===== src/rtl/sepia_pkg.sv =====
// Shared types, constants and weight table for the sepia byte stream core.
package sepia_pkg;

   // floor(s / 1000) == (s * 536871) >> 29 for every sum below 2^19.
   localparam int RECIP_SHIFT = 29;

   localparam int BYTE_W     = 8;
   localparam int SIZE_W     = 13;
   localparam int WEIGHT_W   = 10;
   localparam int PROD_W     = WEIGHT_W + BYTE_W;
   localparam int SUM_W      = PROD_W + 1;
   localparam int RECIP_W    = 20;
   localparam int MUL_W      = SUM_W + RECIP_W;
   localparam int QUOT_W     = MUL_W - RECIP_SHIFT;
   localparam int CSR_IDX_W  = 8;
   localparam int CSR_DATA_W = 16;

   localparam logic [RECIP_W-1:0] RECIP_1000 = RECIP_W'(536871);
   localparam logic [BYTE_W-1:0]  BYTE_MAX   = 8'd255;

   localparam logic [SIZE_W-1:0] FRAME_ROWS_RESET = 13'd720;
   localparam logic [SIZE_W-1:0] FRAME_COLS_RESET = 13'd1024;

   localparam logic [CSR_IDX_W-1:0] CSR_FRAME_ROWS = 8'd0;
   localparam logic [CSR_IDX_W-1:0] CSR_FRAME_COLS = 8'd1;

   typedef enum logic [2:0] {
      CH_BLUE  = 3'b001,
      CH_GREEN = 3'b010,
      CH_RED   = 3'b100
   } channel_type;

   typedef struct packed {
      logic [BYTE_W-1:0] blue;
      logic [BYTE_W-1:0] green;
      logic [BYTE_W-1:0] red;
      logic              frame_end;
   } pixel_type;

   typedef struct packed {
      logic empty;
      logic full;
   } queue_status_type;

   typedef struct packed {
      logic                  valid;
      logic [CSR_IDX_W-1:0]  index;
      logic [CSR_DATA_W-1:0] data;
   } csr_write_type;

   typedef struct packed {
      logic [WEIGHT_W-1:0] w_red;
      logic [WEIGHT_W-1:0] w_green;
      logic [WEIGHT_W-1:0] w_blue;
   } weights_type;

   function automatic weights_type sepia_weights(channel_type chan);
      weights_type w;
      case (chan)
         CH_BLUE:  w = '{w_red: 10'd272, w_green: 10'd534, w_blue: 10'd131};
         CH_GREEN: w = '{w_red: 10'd349, w_green: 10'd686, w_blue: 10'd168};
         CH_RED:   w = '{w_red: 10'd393, w_green: 10'd769, w_blue: 10'd189};
         default:  w = '{w_red: 10'd272, w_green: 10'd534, w_blue: 10'd131};
      endcase
      return w;
   endfunction

endpackage


===== src/rtl/sepia_front.sv =====
// Front end: collects blue, green and red bytes into pixels and tracks frame position.
module sepia_front (
   input  logic                              clock,
   input  logic                              reset,
   input  logic                              req_push,
   output logic                              req_full,
   input  logic [sepia_pkg::BYTE_W-1:0]      req_channel_byte,
   input  sepia_pkg::csr_write_type          csr_wr,
   input  sepia_pkg::queue_status_type       pixq_status,
   output logic                              pixq_push,
   output sepia_pkg::pixel_type              pixq_data
);
   import sepia_pkg::*;

   channel_type       phase_ff, phase_in;
   logic [BYTE_W-1:0] blue_ff, blue_in;
   logic [BYTE_W-1:0] green_ff, green_in;
   logic [SIZE_W-1:0] rows_ff, rows_in;
   logic [SIZE_W-1:0] cols_ff, cols_in;
   logic [SIZE_W-1:0] row_ff, row_in;
   logic [SIZE_W-1:0] col_ff, col_in;

   logic            accept;
   logic [SIZE_W:0] col_next;
   logic [SIZE_W:0] row_next;
   logic            row_done;
   logic            frame_done;
   logic            frame_end;

   // Only a red byte needs room in the pixel queue.
   assign req_full = (phase_ff == CH_RED) && pixq_status.full;
   assign accept   = req_push && !req_full;

   assign col_next   = {1'b0, col_ff} + (SIZE_W+1)'(1);
   assign row_next   = {1'b0, row_ff} + (SIZE_W+1)'(1);
   assign row_done   = col_next >= {1'b0, cols_ff};
   assign frame_done = row_next >= {1'b0, rows_ff};
   assign frame_end  = (rows_ff != '0) && (cols_ff != '0) &&
                       (row_ff == rows_ff - SIZE_W'(1)) && (col_ff == cols_ff - SIZE_W'(1));

   assign pixq_push = accept && (phase_ff == CH_RED);
   assign pixq_data = '{blue: blue_ff, green: green_ff, red: req_channel_byte,
                        frame_end: frame_end};

   always_comb begin
      phase_in = phase_ff;
      blue_in  = blue_ff;
      green_in = green_ff;
      row_in   = row_ff;
      col_in   = col_ff;
      rows_in  = rows_ff;
      cols_in  = cols_ff;
      if (accept) begin
         case (phase_ff)
            CH_GREEN: begin
               green_in = req_channel_byte;
               phase_in = CH_RED;
            end
            CH_RED: begin
               phase_in = CH_BLUE;
               if (row_done) begin
                  col_in = '0;
                  row_in = frame_done ? '0 : row_next[SIZE_W-1:0];
               end else begin
                  col_in = col_next[SIZE_W-1:0];
               end
            end
            default: begin
               blue_in  = req_channel_byte;
               phase_in = CH_GREEN;
            end
         endcase
      end
      if (csr_wr.valid) begin
         if (csr_wr.index == CSR_FRAME_ROWS) begin
            rows_in = csr_wr.data[SIZE_W-1:0];
         end else if (csr_wr.index == CSR_FRAME_COLS) begin
            cols_in = csr_wr.data[SIZE_W-1:0];
         end
      end
   end

   always_ff @(posedge clock) begin
      if (reset) begin
         phase_ff <= CH_BLUE;
         row_ff   <= '0;
         col_ff   <= '0;
         rows_ff  <= FRAME_ROWS_RESET;
         cols_ff  <= FRAME_COLS_RESET;
      end else begin
         phase_ff <= phase_in;
         row_ff   <= row_in;
         col_ff   <= col_in;
         rows_ff  <= rows_in;
         cols_ff  <= cols_in;
      end
      blue_ff  <= blue_in;
      green_ff <= green_in;
   end

endmodule


===== src/rtl/sepia_pixq.sv =====
// Four-entry pixel queue between the front end and the arithmetic back end.
module sepia_pixq (
   input  logic                        clock,
   input  logic                        reset,
   input  logic                        push,
   input  sepia_pkg::pixel_type        push_data,
   input  logic                        pop,
   output sepia_pkg::pixel_type        head,
   output sepia_pkg::queue_status_type status
);
   import sepia_pkg::*;

   localparam int DEPTH = 4;
   localparam int PTR_W = $clog2(DEPTH);

   pixel_type        entry_ff [DEPTH];
   logic [PTR_W-1:0] wr_ptr_ff, wr_ptr_in;
   logic [PTR_W-1:0] rd_ptr_ff, rd_ptr_in;
   logic [PTR_W:0]   count_ff, count_in;
   logic             do_push;
   logic             do_pop;

   assign status.empty = (count_ff == '0);
   assign status.full  = (count_ff == (PTR_W+1)'(DEPTH));
   assign head         = entry_ff[rd_ptr_ff];

   assign do_push = push && !status.full;
   assign do_pop  = pop && !status.empty;

   always_comb begin
      wr_ptr_in = do_push ? wr_ptr_ff + PTR_W'(1) : wr_ptr_ff;
      rd_ptr_in = do_pop  ? rd_ptr_ff + PTR_W'(1) : rd_ptr_ff;
      count_in  = count_ff + (PTR_W+1)'(do_push) - (PTR_W+1)'(do_pop);
   end

   always_ff @(posedge clock) begin
      if (reset) begin
         wr_ptr_ff <= '0;
         rd_ptr_ff <= '0;
         count_ff  <= '0;
      end else begin
         wr_ptr_ff <= wr_ptr_in;
         rd_ptr_ff <= rd_ptr_in;
         count_ff  <= count_in;
      end
      if (do_push) begin
         entry_ff[wr_ptr_ff] <= push_data;
      end
   end

endmodule


===== src/rtl/sepia_back.sv =====
// Back end: per-channel weighted sum, divide by 1000, saturate, and result queue.
module sepia_back (
   input  logic                         clock,
   input  logic                         reset,
   input  sepia_pkg::pixel_type         pixq_head,
   input  sepia_pkg::queue_status_type  pixq_status,
   output logic                         pixq_pop,
   output logic                         rsp_empty,
   input  logic                         rsp_pop,
   output logic [sepia_pkg::BYTE_W-1:0] rsp_out_byte,
   output logic                         rsp_run_end,
   output logic                         rsp_frame_end
);
   import sepia_pkg::*;

   localparam int DEPTH = 8;
   localparam int PTR_W = $clog2(DEPTH);

   typedef struct packed {
      logic [BYTE_W-1:0] out_byte;
      logic              run_end;
      logic              frame_end;
   } result_type;

   channel_type       chan_ff, chan_in;
   weights_type       weights;
   logic              issue;
   logic [PTR_W+1:0]  committed;

   logic              s1_valid_ff;
   logic [PROD_W-1:0] s1_prod_r_ff, s1_prod_g_ff, s1_prod_b_ff;
   logic              s1_last_ff, s1_fend_ff;

   logic              s2_valid_ff;
   logic [SUM_W-1:0]  s2_sum_ff;
   logic              s2_last_ff, s2_fend_ff;

   logic              s3_valid_ff;
   logic [MUL_W-1:0]  s3_mul_ff;
   logic              s3_last_ff, s3_fend_ff;

   logic [QUOT_W-1:0] quotient;
   result_type        result;

   result_type        entry_ff [DEPTH];
   logic [PTR_W-1:0]  wr_ptr_ff, wr_ptr_in;
   logic [PTR_W-1:0]  rd_ptr_ff, rd_ptr_in;
   logic [PTR_W:0]    count_ff, count_in;
   logic              do_pop;

   // Requests in the pipeline hold a reserved slot, so the queue never overflows.
   assign committed = (PTR_W+2)'(count_ff) + (PTR_W+2)'(s1_valid_ff)
                    + (PTR_W+2)'(s2_valid_ff) + (PTR_W+2)'(s3_valid_ff);
   assign issue     = !pixq_status.empty && (committed < (PTR_W+2)'(DEPTH));
   assign pixq_pop  = issue && (chan_ff == CH_RED);
   assign weights   = sepia_weights(chan_ff);

   always_comb begin
      chan_in = chan_ff;
      if (issue) begin
         case (chan_ff)
            CH_BLUE:  chan_in = CH_GREEN;
            CH_GREEN: chan_in = CH_RED;
            default:  chan_in = CH_BLUE;
         endcase
      end
   end

   assign quotient = s3_mul_ff[MUL_W-1:RECIP_SHIFT];
   assign result.out_byte  = (quotient > QUOT_W'(BYTE_MAX)) ? BYTE_MAX : quotient[BYTE_W-1:0];
   assign result.run_end   = s3_last_ff;
   assign result.frame_end = s3_fend_ff;

   always_ff @(posedge clock) begin
      if (reset) begin
         chan_ff     <= CH_BLUE;
         s1_valid_ff <= 1'b0;
         s2_valid_ff <= 1'b0;
         s3_valid_ff <= 1'b0;
      end else begin
         chan_ff     <= chan_in;
         s1_valid_ff <= issue;
         s2_valid_ff <= s1_valid_ff;
         s3_valid_ff <= s2_valid_ff;
      end
      s1_prod_r_ff <= PROD_W'(weights.w_red)   * PROD_W'(pixq_head.red);
      s1_prod_g_ff <= PROD_W'(weights.w_green) * PROD_W'(pixq_head.green);
      s1_prod_b_ff <= PROD_W'(weights.w_blue)  * PROD_W'(pixq_head.blue);
      s1_last_ff   <= (chan_ff == CH_RED);
      s1_fend_ff   <= (chan_ff == CH_RED) && pixq_head.frame_end;
      s2_sum_ff    <= SUM_W'(s1_prod_r_ff) + SUM_W'(s1_prod_g_ff) + SUM_W'(s1_prod_b_ff);
      s2_last_ff   <= s1_last_ff;
      s2_fend_ff   <= s1_fend_ff;
      s3_mul_ff    <= MUL_W'(s2_sum_ff) * MUL_W'(RECIP_1000);
      s3_last_ff   <= s2_last_ff;
      s3_fend_ff   <= s2_fend_ff;
   end

   assign rsp_empty     = (count_ff == '0);
   assign rsp_out_byte  = entry_ff[rd_ptr_ff].out_byte;
   assign rsp_run_end   = entry_ff[rd_ptr_ff].run_end;
   assign rsp_frame_end = entry_ff[rd_ptr_ff].frame_end;
   assign do_pop        = rsp_pop && !rsp_empty;

   always_comb begin
      wr_ptr_in = s3_valid_ff ? wr_ptr_ff + PTR_W'(1) : wr_ptr_ff;
      rd_ptr_in = do_pop ? rd_ptr_ff + PTR_W'(1) : rd_ptr_ff;
      count_in  = count_ff + (PTR_W+1)'(s3_valid_ff) - (PTR_W+1)'(do_pop);
   end

   always_ff @(posedge clock) begin
      if (reset) begin
         wr_ptr_ff <= '0;
         rd_ptr_ff <= '0;
         count_ff  <= '0;
      end else begin
         wr_ptr_ff <= wr_ptr_in;
         rd_ptr_ff <= rd_ptr_in;
         count_ff  <= count_in;
      end
      if (s3_valid_ff) begin
         entry_ff[wr_ptr_ff] <= result;
      end
   end

endmodule


===== src/rtl/sepia_tone_byte_stream_core.sv =====
// Top level of the sepia tone byte stream core.
//
//   channel   direction  ports                                        accepted when
//   req       in         req_push, req_full, req_channel_byte         push && !full
//   rsp       out        rsp_pop, rsp_empty, rsp_out_byte,
//                        rsp_run_end, rsp_frame_end                   pop && !empty
//   csr       in         csr_valid, csr_ready, csr_index, csr_data    valid && ready
//
// One input byte is taken per cycle while req_full is low, and three result bytes leave per
// pixel at one per cycle while rsp_empty is low and rsp_pop is high. Each pixel goes through
// the pixel queue, the product, sum and reciprocal multiply stages and the eight-entry result
// queue to rsp. Reset is synchronous; frame size returns to 720 rows by 1024 columns.
// req_full rises only on a red byte when the four-pixel queue is full; the back end stops
// issuing when the result queue plus requests in flight would exceed eight entries.
module sepia_tone_byte_stream_core (
   input  logic                             clock,
   input  logic                             reset,
   input  logic                             req_push,
   output logic                             req_full,
   input  logic [sepia_pkg::BYTE_W-1:0]     req_channel_byte,
   output logic                             rsp_empty,
   input  logic                             rsp_pop,
   output logic [sepia_pkg::BYTE_W-1:0]     rsp_out_byte,
   output logic                             rsp_run_end,
   output logic                             rsp_frame_end,
   input  logic                             csr_valid,
   output logic                             csr_ready,
   input  logic [sepia_pkg::CSR_IDX_W-1:0]  csr_index,
   input  logic [sepia_pkg::CSR_DATA_W-1:0] csr_data
);
   import sepia_pkg::*;

   csr_write_type    csr_wr;
   queue_status_type pixq_status;
   logic             pixq_push;
   logic             pixq_pop;
   pixel_type        pixq_data;
   pixel_type        pixq_head;

   assign csr_ready    = 1'b1;
   assign csr_wr.valid = csr_valid;
   assign csr_wr.index = csr_index;
   assign csr_wr.data  = csr_data;

   sepia_front u_front (
      .clock            (clock),
      .reset            (reset),
      .req_push         (req_push),
      .req_full         (req_full),
      .req_channel_byte (req_channel_byte),
      .csr_wr           (csr_wr),
      .pixq_status      (pixq_status),
      .pixq_push        (pixq_push),
      .pixq_data        (pixq_data)
   );

   sepia_pixq u_pixq (
      .clock     (clock),
      .reset     (reset),
      .push      (pixq_push),
      .push_data (pixq_data),
      .pop       (pixq_pop),
      .head      (pixq_head),
      .status    (pixq_status)
   );

   sepia_back u_back (
      .clock         (clock),
      .reset         (reset),
      .pixq_head     (pixq_head),
      .pixq_status   (pixq_status),
      .pixq_pop      (pixq_pop),
      .rsp_empty     (rsp_empty),
      .rsp_pop       (rsp_pop),
      .rsp_out_byte  (rsp_out_byte),
      .rsp_run_end   (rsp_run_end),
      .rsp_frame_end (rsp_frame_end)
   );

endmodule


===== config.mk =====
export PLATFORM = sky130hd
export DESIGN_NAME = sepia_tone_byte_stream_core
export DESIGN_NICKNAME = d
export VERILOG_FILES = /design/src/rtl/sepia_pkg.sv /design/src/rtl/sepia_front.sv /design/src/rtl/sepia_pixq.sv /design/src/rtl/sepia_back.sv /design/src/rtl/sepia_tone_byte_stream_core.sv
export SDC_FILE = /design/constraint.sdc
export NUM_CORES = 1
export LEC_CHECK = 0
export BUFFER_PORTS_ARGS = -buffer_cell sky130_fd_sc_hd__buf_2
export CAP_MARGIN = 25
export CORE_UTILIZATION = 50
export CTS_BUF_LIST = sky130_fd_sc_hd__clkbuf_4
export CTS_CLUSTER_SIZE = 20
export DETAILED_ROUTE_END_ITERATION = 8
export HOLD_SLACK_MARGIN = 0.03
export MAX_ROUTING_LAYER = met4
export PLACE_DENSITY = 0.62
export SYNTH_ARGS = -nofsm -noshare
export SYNTH_HDL_FRONTEND = slang
export SYNTH_SLANG_ARGS = --single-unit

===== constraint.sdc =====
create_clock -name clock -period 11 [get_ports clock]
set_input_delay 2.2 -clock clock [delete_from_list [all_inputs] [get_ports clock]]
set_output_delay 2.2 -clock clock [all_outputs]
set_load 0.02 [all_outputs]

==> flow_summary.yaml, run 1 <==
sta:
  rsz0062_at_grt: "no"
  max_freq_mhz: 166
  fin_skew_ns: 0.0702
  setup_tns_ns: 0
  tightest_slew_ns: 0.982
  hold_violations: 0
  relSlewSlack_pct: 34.4
  final-max-slew-violation-count: 0
  setup_viol: 0
  hold_ws_ns: 0.326
  fin_crit_sh_pct: 54.8
  finalCriticalPeriod_ns: 6.03
power_and_ir_drop:
  clock_power_share_pct: 27.6
  combPwrFrac_pct: 35.6
  intPower_mw: 2.77
  p_sw_mw: 1.43
  peakVddDrop_v: 0.000112
  p_per_area_nw_per_um2: 151
  leakage_nw: 13.1
  power_frac_seq_pct: 36.8
  switching_share_pct: 34.1
logic_synthesis:
  ys.flop_type: "edfxtp_1"
  synth.avg_cell_area_sq_um: 11.5
  yosys.area_share.adder_pct: 33.1
  synth_top_area_share_pct: 23.0
  synth_top_family_by_area: "adder cells"
  async_reset_ff_share_pct: 0
  synth_cells: 2229
  yosys.area_share.simple_pct: 8.83
  synthMuxAreaShare_pct: 5.47
  ys_warn_count: 0
  synth_xor_area_share_pct: 4.22
  yosys_register_bits: 366
  synth_compound_area_share_pct: 5.31
  synth_area_leaders: "edfxtp_1, ha_1, fa_1"
  syn_nets: 2823
  yosys.area.top_type: "edfxtp_1"
  seq_area_frac_synth_pct: 36.4
  synth_area_sq_um: 25600
  synth_edf_count: 196
  ys_types: 73
critical_path:
  cp-startpoint: "u_back.chan_ff[0]"
  timing.reg2reg.setup_slack_ns: 4.97
  crit_fanout: 20
  arrival_ns: 6.73
  crit_type: "flip-flop to flip-flop"
  crit_top_cell: "fa_1"
  worstPathRequired_ns: 11.70
  r2r-start: "u_back.chan_ff[0]"
  cp_cell_sequence: "nor2_1, buf_4, nand2_1, buf_4, inv_1, nor2_1, buf_4, and2_1, fa_1, fa_1, fa_1, fa_1, ha_1, nand2_1, nand2_1, a31o_2, a21oi_1, nor2b_1, o21a_1, o41ai_2, o21ai_0"
  crit_buf_inv: 4
  r2r-end: "u_back.s1_prod_b_ff[16]"
  reg2reg_depth: 21
  slowest_stage: "inv_1"
  crit_path_max_incr_delay_ns: 0.58
  end_kind: "flip-flop"
  start_kind: "flip-flop"
  endpoint: "u_back.s1_prod_b_ff[16]"
  cp_top_family: "adder cells"
  path_depth: 21
clock_network:
  clockRootBuffer: "clkbuf_4"
  cts_max_level: 3
  cts_resized: 0
  clock_path_buffers: 3
  numCtsBuffers: 95
  cts_setup_buffers: 0
  clkSlewWorstSetupHoldPaths_ns: 0.06
  cts_tree: "built"
  hold_buffers: 0
  clk_latency_ns: 0.87
  cts.sinks: 366
final_layout:
  drive_gt1_share_pct: 12.7
  nNetsFinal: 2945
  fin_util_pct: 55.4
  layout.cells.non_filler: 3092
  syn_to_final_growth_pct: 9.09
  fill_cells: 4417
  final_cell_area_sq_um: 27900
floorplanning:
  coreArea_sq_um: 50300
  die_y_um: 228
  rows: 82
  initial_utilization_pct: 50.8
  dieArea_sq_um: 52000
  io_pins: 50
  die_x_um: 228
outcome:
  outcome: "completed"
flow_run:
  max_cap_violations: 0
grt:
  grt_pass1_wl_mm: 83.8
  grt.total_usage_pct: 20.9
  grt_max_degree: 65
  first_global_vias: 16900
  gr-total-overflow: 0
  antenna_found_initial: 1
routing:
  routed_wl_mm: 49.7
  drt_first_pass_iters: 5
  routed_via_density: 5.06
  vias: 15700
  drc_errors: 0
  drtAntennaViolNets: 0
  drt-initial-drc-count: 664
  wl_per_cell_um: 16.1
placed_design:
  postPlaceCellArea_sq_um: 26700
  dp_hpwl_mm: 38.8
  place_inst: 2926
  place_congestion: 0.856
  io_buffers: 45
hold_path:
  hp-class: "flip-flop to flip-flop"
-- routing by layer --
metal  GRT usage [%]  up-vias  part of all wire, %
met4            7.07        0                  2.2
li1                -     7808                    -
met3            3.23       75                  3.1
met1            25.6     7531                   46
met5               -        -                    0
met2            35.1      243                   49
-- synth_stat cells, types with 4 or more instances --
cell type / number
nand3b_1: 7
nor3_2: 4
inv_1: 406
clkbuf_1: 30
or2_2: 8
nand3_1: 27
o21a_1: 10
nand2_1: 88
o211ai_1: 6
or3_1: 11
buf_2: 8
a21o_1: 21
nand2b_1: 25
fa_1: 198
and3_1: 30
mux4_2: 45
nor4_1: 14
dfxtp_1: 170
nor2b_1: 26
nand4_1: 11
ha_1: 359
edfxtp_1: 196
o21bai_1: 6
mux2_2: 11
mux2i_1: 26
a21oi_1: 62
nor3_1: 24
xor2_1: 39
and2_1: 31
buf_1: 4
a31oi_1: 6
xnor2_1: 84
a22o_1: 5
nor2_1: 123
o21ai_0: 36
a211o_1: 9
-- power by group through the flow --
stage | combinational, mW | sequential [mW] | clock (mW)
after floorplan | 1.16 | 1.55 | 0
after global placement | 1.48 | 1.58 | 0
after detailed placement | 1.52 | 1.58 | 0
after CTS | 1.54 | 1.55 | 1.21
after global routing | 1.78 | 1.55 | 1.28
final | 1.50 | 1.55 | 1.16
-- cell type report --
type | instances | area (sq um) | share of cell area (%)
tap | 672 | 841 | 3.02
multi-input combinational | 1412 | 14600 | 52.3
sequential | 366 | 9290 | 33.3
clock buffer | 141 | 1060 | 3.80
clock inverter | 23 | 155 | 0.557
timing repair buffer | 70 | 435 | 1.56
inverter | 406 | 1520 | 5.47
antenna | 2 | 5.00 | 0.0180
-- worst min path at each step --
stage | start | depth (start not counted) | slack (ns) | endpoint
6_report | u_back.s1_last_ff | 0 | 0.33 | u_back.s2_last_ff
5_1_grt | u_back.s1_fend_ff | 0 | 0.33 | u_back.s2_fend_ff
4_1_cts | u_back.s1_fend_ff | 0 | 0.32 | u_back.s2_fend_ff
3_5_place_dp | u_back.s1_last_ff | 0 | 0.32 | u_back.s2_last_ff
3_3_place_gp | u_back.s1_last_ff | 0 | 0.31 | u_back.s2_last_ff
2_1_floorplan | u_back.s1_fend_ff | 0 | 0.31 | u_back.s2_fend_ff
-- state kept, by name, indices dropped and copies added, names as in the netlist, 17 cells and up, named ones only --
signal	flops
u_pixq.entry_ff	100
u_back.s1_prod_b_ff	17
u_back.s1_prod_g_ff	18
u_back.s1_prod_r_ff	17
u_back.s2_sum_ff	19
u_back.entry_ff	80
-- metrics by stage --
stage / worst slack [ns] / power [mW]
after floorplan: 5.39 / 2.71
final: 4.97 / 4.21
after CTS: 4.97 / 4.30
after global placement: 5.00 / 3.06
after detailed placement: 4.93 / 3.10
after global routing: 4.53 / 4.62
-- cells in the final DEF (no fill, tap or decap), types with 6 or more instances in the layout --
| master | count |
|---|---|
| inv_1 | 406 |
| ha_1 | 359 |
| fa_1 | 198 |
| edfxtp_1 | 196 |
| dfxtp_1 | 169 |
| clkbuf_4 | 141 |
| nor2_1 | 123 |
| nand2_1 | 88 |
| xnor2_1 | 84 |
| a21oi_1 | 62 |
| mux4_2 | 45 |
| buf_2 | 45 |
| xor2_1 | 39 |
| o21ai_0 | 36 |
| and2_1 | 31 |
| and3_1 | 30 |
| nand3_1 | 27 |
| nor2b_1 | 26 |
| mux2i_1 | 26 |
| nand2b_1 | 25 |
| nor3_1 | 24 |
| a21o_1 | 21 |
| buf_4 | 19 |
| nor4_1 | 14 |
| or3_1 | 11 |
| nand4_1 | 11 |
| mux2_2 | 11 |
| clkinv_1 | 11 |
| o21a_1 | 10 |
| a211o_1 | 9 |
| or2_2 | 8 |
| nand3b_1 | 7 |
| o211ai_1 | 6 |
| o21bai_1 | 6 |
| a31oi_1 | 6 |
| buf_6 | 6 |
-- logic make-up (layout without fill, tap and decap cells) --
family / Yosys count / count (layout)
and+or+nand+nor: 445 / 445
adders and majority gates: 557 / 557
DFF: 366 / 366
AOI/OAI and AO/OA: 204 / 204
other: 1 / 3
muxes: 82 / 82
xor gates and xnor gates: 123 / 123
buffers and inverters: 451 / 640
No activity file was read; power rests on OpenSTA's default activity.
==> run 2, diff against run 1 <==
Clock period 11 ns to 5.9 ns, I/O delays scaled along.
==> flow_summary.yaml, run 2 (synthesis gave the netlist of run 1 again) <==
outcome:
  outcome: "completed"
floorplanning:
  io_pins: 50
  die_y_um: 228
  coreArea_sq_um: 50300
  dieArea_sq_um: 52000
  die_x_um: 228
  rows: 82
  initial_utilization_pct: 50.8
sta:
  fin_ws_ns: 0.288
  hold_violations: 0
  finalCriticalPeriod_ns: 5.61
  setup_tns_ns: 0
  max_freq_mhz: 178
  tightest_slew_ns: 0.994
  fin_skew_ns: 0.0726
  setup_viol: 0
  final-max-slew-violation-count: 0
  fin_crit_sh_pct: 95.1
  relSlewSlack_pct: 33.6
  rsz0062_at_grt: "no"
final_layout:
  top_regs: "u_pixq.entry_ff (100), u_back.entry_ff (80), u_back.s2_sum_ff (19)"
  layout_commonest_cell: "inv_1"
  layout.cells.non_filler: 3123
  final_cell_mix: "inv_1, ha_1, fa_1"
  drive_gt1_share_pct: 13.3
  largest_reg_flops: 100
  largest-register: "u_pixq.entry_ff"
  syn_to_final_growth_pct: 9.91
  nNetsFinal: 2961
placed_design:
  io_buffers: 45
  post-place-ws_ns: 0.145
  place_congestion: 0.868
  place_inst: 2936
  dp_hpwl_mm: 38.7
clock_network:
  clockRootBuffer: "clkbuf_4"
  cts.sinks: 366
  cts_max_level: 3
  clock_path_buffers: 3
  cts_tree: "built"
  numCtsBuffers: 97
  clk_latency_ns: 0.85
  clkSlewWorstSetupHoldPaths_ns: 0.06
  hold_buffers: 0
hold_path:
  hp-class: "flip-flop to flip-flop"
  min_from: "u_back.s2_fend_ff"
  hold_depth: 0
  whs_endpoint: "u_back.s3_fend_ff"
critical_path:
  cp_cell_sequence: "fa_1, inv_1, fa_1, inv_1, fa_1, fa_1, fa_1, inv_1, fa_1, inv_1, ha_1, o21a_1, a21oi_1, o21ai_1, a32oi_2, a21oi_1, or3b_1, a21o_1, a21oi_2, xnor2_1"
  crit_buf_inv: 4
  r2r-start: "u_back.s2_sum_ff[16]"
  crit_type: "flip-flop to flip-flop"
  start_kind: "flip-flop"
  arrival_ns: 6.38
  cp_top_family: "adder cells"
  reg2reg_depth: 20
  crit_path_max_incr_delay_ns: 0.55
  end_kind: "flip-flop"
  slowest_stage: "fa_1"
  r2r-end: "u_back.s3_mul_ff[34]"
  crit_top_cell: "fa_1"
  worstPathRequired_ns: 6.66
  timing.reg2reg.setup_slack_ns: 0.29
  crit_fanout: 2
routing:
  routed_via_density: 5.06
  routed_wl_mm: 49.5
  drt-initial-drc-count: 640
  vias: 15800
  drc_errors: 0
  drtAntennaViolNets: 0
  wl_per_cell_um: 15.8
  drt_first_pass_iters: 5
grt:
  grt_pass1_wl_mm: 82.5
  gr-total-overflow: 0
  grt_max_degree: 65
  antenna_found_initial: 2
  first_global_vias: 16600
  grt.total_usage_pct: 20.4
power_and_ir_drop:
  p_per_area_nw_per_um2: 284
  leakage_nw: 13.3
  peakVddDrop_v: 0.000205
flow_run:
  max_cap_violations: 0
[run 2: power by group]
part	total, mW	internal, mW	switching, mW
logic	2.83	1.26	1.57
registers	2.88	2.80	0.0782
clock network	2.26	1.20	1.06
[run 2: worst max-delay path by stage]
stage,startpoint,endpoint,slack [ns],cells after the start
floorplan,flip-flop,u_back.s1_prod_g_ff[16],0.29,19
global placement,u_back.s2_sum_ff[16],u_back.s3_mul_ff[34],0.16,20
detailed placement,u_back.s2_sum_ff[16],u_back.s3_mul_ff[34],0.15,20
CTS,u_back.s2_sum_ff[16],u_back.s3_mul_ff[34],0.10,20
global route,flip-flop,u_back.s1_prod_b_ff[16],0.03,17
finish,u_back.s2_sum_ff[16],u_back.s3_mul_ff[34],0.29,20
[run 2: through the flow]
| stage | util (%) | power, mW | instance area (sq um) | hold slack (ns) |
|---|---|---|---|---|
| final | 55.9 | 7.97 | 28100 | 0.322 |
| after global routing | 55.9 | 8.70 | 28100 | 0.323 |
| after CTS | 55.8 | 8.12 | 28000 | 0.322 |
| after detailed placement | 53.1 | 5.77 | 26700 | 0.312 |
| after global placement | 53.1 | 5.71 | 26700 | 0.313 |
| after floorplan | - | 5.05 | 25600 | 0.310 |
[run 2: repair_timing]
| action | 4_1_cts | 5_1_grt |
|---|---|---|
| endpoints found under the setup margin | 0 | 4 |
| resized for setup | 0 | 2 |
| buffers inserted | 0 | 0 |
[run 2: cell type report]
type | count | area, sq um
Antenna cell | 4 | 10.0
Inverter | 406 | 1520
Clock buffer | 147 | 1100
Multi-Input combinational cell | 1412 | 14600
Tap cell | 672 | 841
Timing Repair Buffer | 84 | 533
Clock inverter | 32 | 209
Sequential cell | 366 | 9290
Fill cell | 4379 | 22200
[run 2: worst register-to-register path: stages, from the launching register on]
cell	delay (ns)
dfxtp_1	0.33
fa_1	0.53
inv_1	0.06
fa_1	0.50
inv_1	0.05
fa_1	0.52
fa_1	0.46
fa_1	0.55
inv_1	0.06
fa_1	0.52
inv_1	0.04
ha_1	0.31
o21a_1	0.11
a21oi_1	0.16
o21ai_1	0.11
a32oi_2	0.23
a21oi_1	0.12
or3b_1	0.39
a21o_1	0.22
a21oi_2	0.15
xnor2_1	0.12
[run 2: layer usage]
metal / global-route usage [%] / vias to the layer above / wire [um]
li1: - / 7851 / -
met5: - / - / 0
met3: 3.50 / 89 / 1770
met2: 33.1 / 254 / 23600
met4: 7.93 / 0 / 1450
met1: 25.6 / 7600 / 22600
==> run 3, diff against run 2 <==
Settings changed: CORE_UTILIZATION 50 to 61, PLACE_DENSITY 0.62 to default, PLACE_DENSITY_LB_ADDON from default to 0.3.
==> flow_summary.yaml, run 3 (synthesis gave the netlist of run 1 again) <==
power_and_ir_drop:
  p_per_area_nw_per_um2: 283
  leakage_nw: 13.2
  peakVddDrop_v: 0.000450
routing:
  routed_wl_mm: 48.9
  vias: 16000
  drt_first_pass_iters: 5
  routed_via_density: 5.38
  drt-initial-drc-count: 745
  wl_per_cell_um: 16.5
  drc_errors: 0
  drtAntennaViolNets: 0
final_layout:
  top_regs: "u_pixq.entry_ff (100), u_back.entry_ff (80), u_back.s2_sum_ff (19)"
  register_area_sq_um: 9290
  syn_to_final_growth_pct: 8.87
  nNetsFinal: 2958
  multi_input_area_sq_um: 14600
  largest_reg_flops: 100
  layout_commonest_cell: "inv_1"
  final_cell_mix: "inv_1, ha_1, fa_1"
  largest-register: "u_pixq.entry_ff"
  drive_gt1_share_pct: 13.2
  fill_cells: 3065
  fin_util_pct: 67.7
grt:
  grt_max_degree: 65
  grt_pass1_wl_mm: 80.2
  grt.total_usage_pct: 24.8
  gr-total-overflow: 0
  antenna_found_initial: 1
  first_global_vias: 16800
sta:
  fin_ws_ns: 0.243
  max_freq_mhz: 177
  fin_crit_sh_pct: 95.9
  finalCriticalPeriod_ns: 5.66
  setup_viol: 0
  fin_skew_ns: 0.0509
  relSlewSlack_pct: 45.1
  tightest_slew_ns: 0.820
  hold_violations: 0
  final-max-slew-violation-count: 0
floorplanning:
  die_y_um: 207
  die_x_um: 207
  initial_utilization_pct: 62.2
  coreArea_sq_um: 41100
  rows: 74
  io_pins: 50
  dieArea_sq_um: 42700
critical_path:
  arrival_ns: 6.38
  crit_type: "flip-flop to flip-flop"
  cp-startpoint: "u_back.s2_sum_ff[16]"
  crit_fanout: 2
  worstPathRequired_ns: 6.62
  r2r-start: "u_back.s2_sum_ff[16]"
  end_kind: "flip-flop"
  start_kind: "flip-flop"
clock_network:
  cts_max_level: 3
  clock_path_buffers: 3
  cts.sinks: 366
  hold_buffers: 0
  cts_tree: "built"
  numCtsBuffers: 92
  clockRootBuffer: "clkbuf_4"
  clk_latency_ns: 0.80
  clkSlewWorstSetupHoldPaths_ns: 0.07
hold_path:
  min_from: "u_back.s1_last_ff"
  hp-class: "flip-flop to flip-flop"
outcome:
  outcome: "completed"
placed_design:
  post-place-ws_ns: 0.213
  io_buffers: 45
  place_congestion: 0.888
  dp_hpwl_mm: 38.3
flow_run:
  max_cap_violations: 0
-- run 3: path summary, 6_finish.rpt --
| check | endpoint | slack (ns) | cells past startpoint |
|---|---|---|---|
| hold / removal | u_back.s2_last_ff | 0.33 | 0 |
| hold reg to reg | u_back.s2_last_ff | 0.33 | 0 |
| setup / recovery | u_back.s3_mul_ff[34] | 0.24 | 20 |
| setup reg to reg | u_back.s3_mul_ff[34] | 0.24 | 20 |
-- run 3: cell type report --
| cell class | instances | share of cell area (%) |
|---|---|---|
| Antenna cell | 2 | 0.0180 |
| Multi-Input combinational cell | 1412 | 52.4 |
| Timing Repair Buffer | 86 | 2.02 |
| Inverter | 406 | 5.48 |
| Sequential cell | 366 | 33.4 |
| Tap cell | 532 | 2.39 |
| Clock inverter | 26 | 0.549 |
| Clock buffer | 140 | 3.78 |
-- run 3: report_power, final --
part           switching [mW]  internal, mW  total, mW
clock                   0.999          1.13       2.13
combinational            1.58          1.28       2.86
sequential             0.0676          2.80       2.87
-- run 3: layer usage --
layer / vias up / track usage (%) / wire (um)
li1: 7842 / - / -
met1: 7753 / 30.3 / 21600
met2: 286 / 41.1 / 23900
met3: 100 / 3.89 / 1770
met4: 0 / 10.2 / 1610
met5: - / - / 0
-- run 3: timing repair --
action / CTS / global route
gates resized for setup: 0 / 1
setup endpoints to repair: 0 / 1
endpoints found under the hold margin: 0 / 0
setup buffers: 0 / 1
-- run 3: stage by stage --
step	hold slack, ns	instance area (sq um)	setup TNS [ns]	cells	total power [mW]
finish	0.326	27800	0	2970	7.86
global route	0.331	27800	-0.00947	2970	8.60
CTS	0.328	27700	0	2962	7.96
detailed placement	0.314	26500	0	2796	5.78
global placement	0.311	26500	0	2794	5.66
floorplan	0.310	25600	0	2229	5.05
-- run 3: critical path: stages, from the launching register on --
cell and delay, ns:
dfxtp_1 0.32, fa_1 0.53, inv_1 0.06, fa_1 0.49, inv_1 0.05, fa_1 0.48
fa_1 0.52, fa_1 0.54, inv_1 0.05, fa_1 0.53, inv_1 0.05, ha_1 0.30
o21a_1 0.11, a21oi_1 0.12, o21ai_0 0.11, a32oi_1 0.30, a21oi_1 0.15, or3b_4 0.40
a21o_1 0.22, a21oi_2 0.16, xnor2_1 0.13
